### src/hdl/cau_pkg.sv
// Shared types, widths and codes of the complex arithmetic unit.
`default_nettype none

package cau_pkg;

    // Fixed widths of the operand and result fields.
    localparam int DATA_W = 32;
    localparam int PROD_W = 64;
    localparam int SUM_W = 66;
    localparam int MAG_W = 35;

    // Quotient bits produced by the divider and root bits produced by the square root.
    localparam int QBITS = 33;
    localparam int ROOT_STEPS = 32;
    localparam int ROOT_REM_W = 35;

    // Defaults for the top-level parameters.
    localparam int FRAC_BITS = 16;
    localparam int QUEUE_DEPTH = 2;

    // Result status codes.
    localparam logic [1:0] ST_OK = 2'd0;
    localparam logic [1:0] ST_DIV0 = 2'd1;
    localparam logic [1:0] ST_OVF = 2'd2;

    // Operation classes; unused action codes map to OP_NOP.
    typedef enum logic [2:0] {
        OP_ADD = 3'd0,
        OP_SUB = 3'd1,
        OP_MUL = 3'd2,
        OP_DIV = 3'd3,
        OP_MAG = 3'd4,
        OP_NEG = 3'd5,
        OP_NOP = 3'd6
    } op_t;

    // One classified request as held in the queue.
    typedef struct packed {
        op_t                      op;
        logic signed [DATA_W-1:0] ar;
        logic signed [DATA_W-1:0] ai;
        logic signed [DATA_W-1:0] br;
        logic signed [DATA_W-1:0] bi;
    } req_t;

    // Products and raw sums after the multiply stage.
    typedef struct packed {
        op_t                      op;
        logic signed [PROD_W-1:0] p1;
        logic signed [PROD_W-1:0] p2;
        logic signed [PROD_W-1:0] p3;
        logic signed [PROD_W-1:0] p4;
        logic signed [PROD_W-1:0] p5;
        logic signed [PROD_W-1:0] p6;
        logic signed [DATA_W:0]   sre;
        logic signed [DATA_W:0]   sim;
    } prod_t;

    // Exact real and imaginary sums and the squared norm.
    typedef struct packed {
        op_t                     op;
        logic signed [SUM_W-1:0] t1;
        logic signed [SUM_W-1:0] t2;
        logic [PROD_W-1:0]       den;
    } sum_t;

    // One result part: divider state or, for other operations, the final magnitude.
    typedef struct packed {
        logic [PROD_W-1:0] rem;
        logic [QBITS-1:0]  num;
        logic [MAG_W-1:0]  quo;
        logic              neg;
        logic              sat;
    } lane_t;

    // Square root state.
    typedef struct packed {
        logic [ROOT_REM_W-1:0] rem;
        logic [ROOT_STEPS-1:0] root;
        logic [PROD_W-1:0]     rad;
    } root_t;

    // One item in the iteration pipeline.
    typedef struct packed {
        op_t               op;
        logic              div0;
        logic [PROD_W-1:0] den;
        lane_t             l0;
        lane_t             l1;
        root_t             sq;
    } item_t;

    // Saturated result part.
    typedef struct packed {
        logic              ovf;
        logic [DATA_W-1:0] val;
    } sat_t;

endpackage

`default_nettype wire

### src/hdl/cau_queue.sv
// Short request queue between the front end and the execution pipeline.
`default_nettype none

module cau_queue #(
    parameter int DEPTH = cau_pkg::QUEUE_DEPTH
) (
    input  wire logic          clk,
    input  wire logic          rst_n,
    input  wire logic          push,
    input  cau_pkg::req_t      push_req,
    input  wire logic          pop,
    output logic               full,
    output logic               head_valid,
    output cau_pkg::req_t      head_req
);

    localparam int PTR_W = (DEPTH > 1) ? $clog2(DEPTH) : 1;
    localparam int CNT_W = $clog2(DEPTH + 1);

    cau_pkg::req_t    entry_reg [0:DEPTH-1];
    logic [PTR_W-1:0] wr_ptr_reg;
    logic [PTR_W-1:0] wr_ptr_next;
    logic [PTR_W-1:0] rd_ptr_reg;
    logic [PTR_W-1:0] rd_ptr_next;
    logic [CNT_W-1:0] count_reg;
    logic [CNT_W-1:0] count_next;
    logic             do_push;
    logic             do_pop;

    assign full = (count_reg == CNT_W'(DEPTH));
    assign head_valid = (count_reg != '0);
    assign head_req = entry_reg[rd_ptr_reg];
    assign do_push = push & ~full;
    assign do_pop = pop & head_valid;

    // Pointer and fill count updates, wrapping at the queue depth.
    always_comb
    begin
        wr_ptr_next = wr_ptr_reg;
        rd_ptr_next = rd_ptr_reg;
        count_next = count_reg;
        if (do_push)
        begin
            wr_ptr_next = (wr_ptr_reg == PTR_W'(DEPTH - 1)) ? '0 : wr_ptr_reg + 1'b1;
        end
        if (do_pop)
        begin
            rd_ptr_next = (rd_ptr_reg == PTR_W'(DEPTH - 1)) ? '0 : rd_ptr_reg + 1'b1;
        end
        if (do_push && !do_pop)
        begin
            count_next = count_reg + 1'b1;
        end
        else if (!do_push && do_pop)
        begin
            count_next = count_reg - 1'b1;
        end
    end

    // Control state.
    always_ff @(posedge clk or negedge rst_n)
    begin
        if (!rst_n)
        begin
            wr_ptr_reg <= '0;
            rd_ptr_reg <= '0;
            count_reg <= '0;
        end
        else
        begin
            wr_ptr_reg <= wr_ptr_next;
            rd_ptr_reg <= rd_ptr_next;
            count_reg <= count_next;
        end
    end

    // Entry storage.
    always_ff @(posedge clk)
    begin
        if (do_push)
        begin
            entry_reg[wr_ptr_reg] <= push_req;
        end
    end

endmodule

`default_nettype wire

### config.mk
export PLATFORM = sky130hd
export DESIGN_NAME = cau_queue
export DESIGN_NICKNAME = d
export VERILOG_FILES = /design/src/hdl/cau_pkg.sv /design/src/hdl/cau_queue.sv
export SDC_FILE = /design/constraint.sdc
export NUM_CORES = 1
export LEC_CHECK = 0
export BUFFER_PORTS_ARGS = -buffer_cell sky130_fd_sc_hd__buf_2
export CORE_MARGIN = 2
export CORE_UTILIZATION = 47
export DETAILED_ROUTE_END_ITERATION = 8
export PLACE_DENSITY_LB_ADDON = 0.15
export SLEW_MARGIN = 10
export SYNTH_ARGS = -nofsm -noshare
export SYNTH_HDL_FRONTEND = slang
export SYNTH_SLANG_ARGS = --single-unit
### constraint.sdc
create_clock -name clk -period 6.05 [get_ports clk]
set_input_delay 0.3025 -clock clk [delete_from_list [all_inputs] [get_ports clk]]
set_output_delay 0.3025 -clock clk [all_outputs]
set_load 0.005 [all_outputs]
==> run summary <==
Mapped Cells - 427
Die X - 150 microns
Area delta synth->final - 36.5%
Most frequent cells in the layout - buf_2, edfxtp_1, dlygate4sd3_1
Fin crit share - 46.8%
Worst skew pair latency - 0.51 ns
Die H - 150 microns
Slew HR - 23.2%
Post CTS Setup Buffer Count - 0
PwrDens - 429 mW/mm^2
Drt wl/cell - 17.6 microns
Critical path arrival - 2.53 ns
Endpoints failing setup - 0
Synth async-reset ratio - 1.50%
Top-area cell type share of the netlist area - 78.8%
Initial core utilization - 47.6%
LEAKAGE - 5.37 nW
Yosys warnings - 0
Startpoint types - flip-flop
Port Buffers - 267
Synthesized area per cell - 23.4 sq um
Crit path required time - 5.75 ns
Number of max-cap violations - 0
Area after DPL - 0.0116 sq mm
Post_cts resized - 0
Yosys cell types - 16
Clock transition at path regs - 0.05 ns
Final Hold Fails - 0
Flop2flop setup slack - 3.32 ns
First-pass DRT Iterations - 4
RSZ-0062 raised after global routing - no
CTS tree - built
Max stage delay cell, worst path - dfrtp_4
RD Place Congestion - 0.738
Clk buf depth - 3
Setup TNS - 0 ns
Kind of critical path - flip-flop to output port
Area leader, netlist - edfxtp_1
NumNets Final - 980
GRT Resource Usage Total - 17.0%
First-pass GRT wire length - 29.6 mm
Top Ports - 268
Mapped Nets - 563
Tightest Pin Transition - 1.15 ns
Multi-input logic area - 0.00188 sq mm
WL final - 19.9 mm
First DRT Iteration DRCs - 304
# H-tree levels - 1
CTS Buf Count - 27
Mapped cell area - 0.00998 sq mm
Clock root cell - clkbuf_16
Core box area - 0.0210 sq mm
Dpl hpwl - 12.1 mm
Finished Cell Area - 0.0136 sq mm
Maximum vdd drop - 0.000640 V
Top delay family on crit path - flip-flops
Drt drc - 0
Period minus WS final - 2.83 ns
Largest net degree at the start of global routing - 97
Layout cell share with drive strength beyond 1 - 51.0%
Grt total ovfl - 0
Finished Core Util - 65.0%
Initial antenna violation count - 2
Max Fclk - 353 MHz
Seq/Total Area, Yosys - 79.8%
Number of global-route vias before repair - 5875
Routed Antenna Nets - 0
Critical path's largest stage delay - 0.80 ns
Commonest non-fill, non-tap cell in the layout - buf_2
Worst setup EP type - output port
Number of synthesized flops with an enable pin - 262
Via-to-Cell Ratio - 4.79
Total die area - 0.0224 sq mm
Critical Path, Cell by Cell - buf_12, mux2_2, buf_2
FF+latch count, synth - 266
Pins Over Slew Limit - 0
Max FFs per register - 262
Total buffers and inverters traversed by the critical path - 2
Std-Cell Rows - 53
Post-synth top flop - edfxtp_1
Vias - 5414
Register area - 0.00797 sq mm
Hold/Removal Path Class - input pin to flip-flop
Outcome - complete, no violations
CTS Sinks - 266
Crit path max fanout - 96
Fill count - 1477
Clock skew - 0.0125 ns
Top post-synthesis cells by area - edfxtp_1, mux2_4, mux2_2
-- final timing paths --
check                        startpoint           endpoint  depth (start not counted)
setup reg to reg           count_reg[0]  entry_reg[1][100]                          3
setup / recovery             rd_ptr_reg      head_req[114]                          3
min in group asynchronous         rst_n       count_reg[1]                          2
max in group asynchronous         rst_n         rd_ptr_reg                          2
hold reg to reg            count_reg[1]       count_reg[1]                          1
hold / removal                      pop         rd_ptr_reg                          3
-- area by class of cell --
cell class	instances	area share (%)
inverters	2	0.0551
repair buffers	403	19.8
well taps	275	2.52
multi-input cells	144	13.8
clock buffers	31	5.07
flip-flops and latches	266	58.5
diodes	2	0.0367
clock inverters	7	0.230
-- where the power goes --
group / switching [mW] / internal, mW / leakage [nW]
combinational: 0.817 / 0.951 / 2.54
clock: 0.604 / 0.796 / 0.349
sequential: 0.150 / 2.53 / 2.48
total: 1.57 / 4.28 / 5.37
-- synth_stat cells, types with 2 or more instances --
library cell / n
buf_2: 5
buf_6: 9
dfrtp_1: 4
edfxtp_1: 262
inv_1: 2
mux2_2: 51
mux2_4: 80
nand2_1: 2
nor2_1: 2
xnor2_1: 3
xor2_1: 2
-- stage by stage --
stage | setup WS [ns] | std cells | hold slack, ns | power (mW)
after floorplan | 1.57 | 427 | 0.00691 | 3.84
final | 3.22 | 1130 | 0.0984 | 5.85
after detailed placement | 3.29 | 958 | 0.115 | 4.44
after global placement | 3.39 | 958 | 0.110 | 4.39
after global routing | 3.11 | 1129 | 0.101 | 6.15
after CTS | 3.18 | 1128 | 0.0726 | 5.92
-- tightest hold or removal path, stage by stage --
cell     delay [ns]
buf_2          0.10
nand2_1        0.10
xnor2_1        0.07
-- metal layers --
layer | GRT usage (%) | up-vias | routed length, microns
li1 | - | 2525 | -
met1 | 20.9 | 2653 | 7910
met2 | 29.3 | 207 | 9800
met3 | 5.52 | 29 | 1810
met4 | 4.53 | 0 | 377
met5 | 0 | - | 0
-- what timing repair did --
item	CTS	global route
hold buffers	132	0
setup endpoints to repair	0	0
hold endpoints to repair	266	0
-- cells by family after synthesis --
group	Yosys count	synth area share, %
XOR/XNOR	5	0.439
adder cells (fa/ha/maj)	1	0.125
buffers and inverters	17	1.49
flip-flops	266	79.8
multiplexers	131	17.8
AND/OR/NAND/NOR	7	0.339
Power figures use the tool's default switching activity.
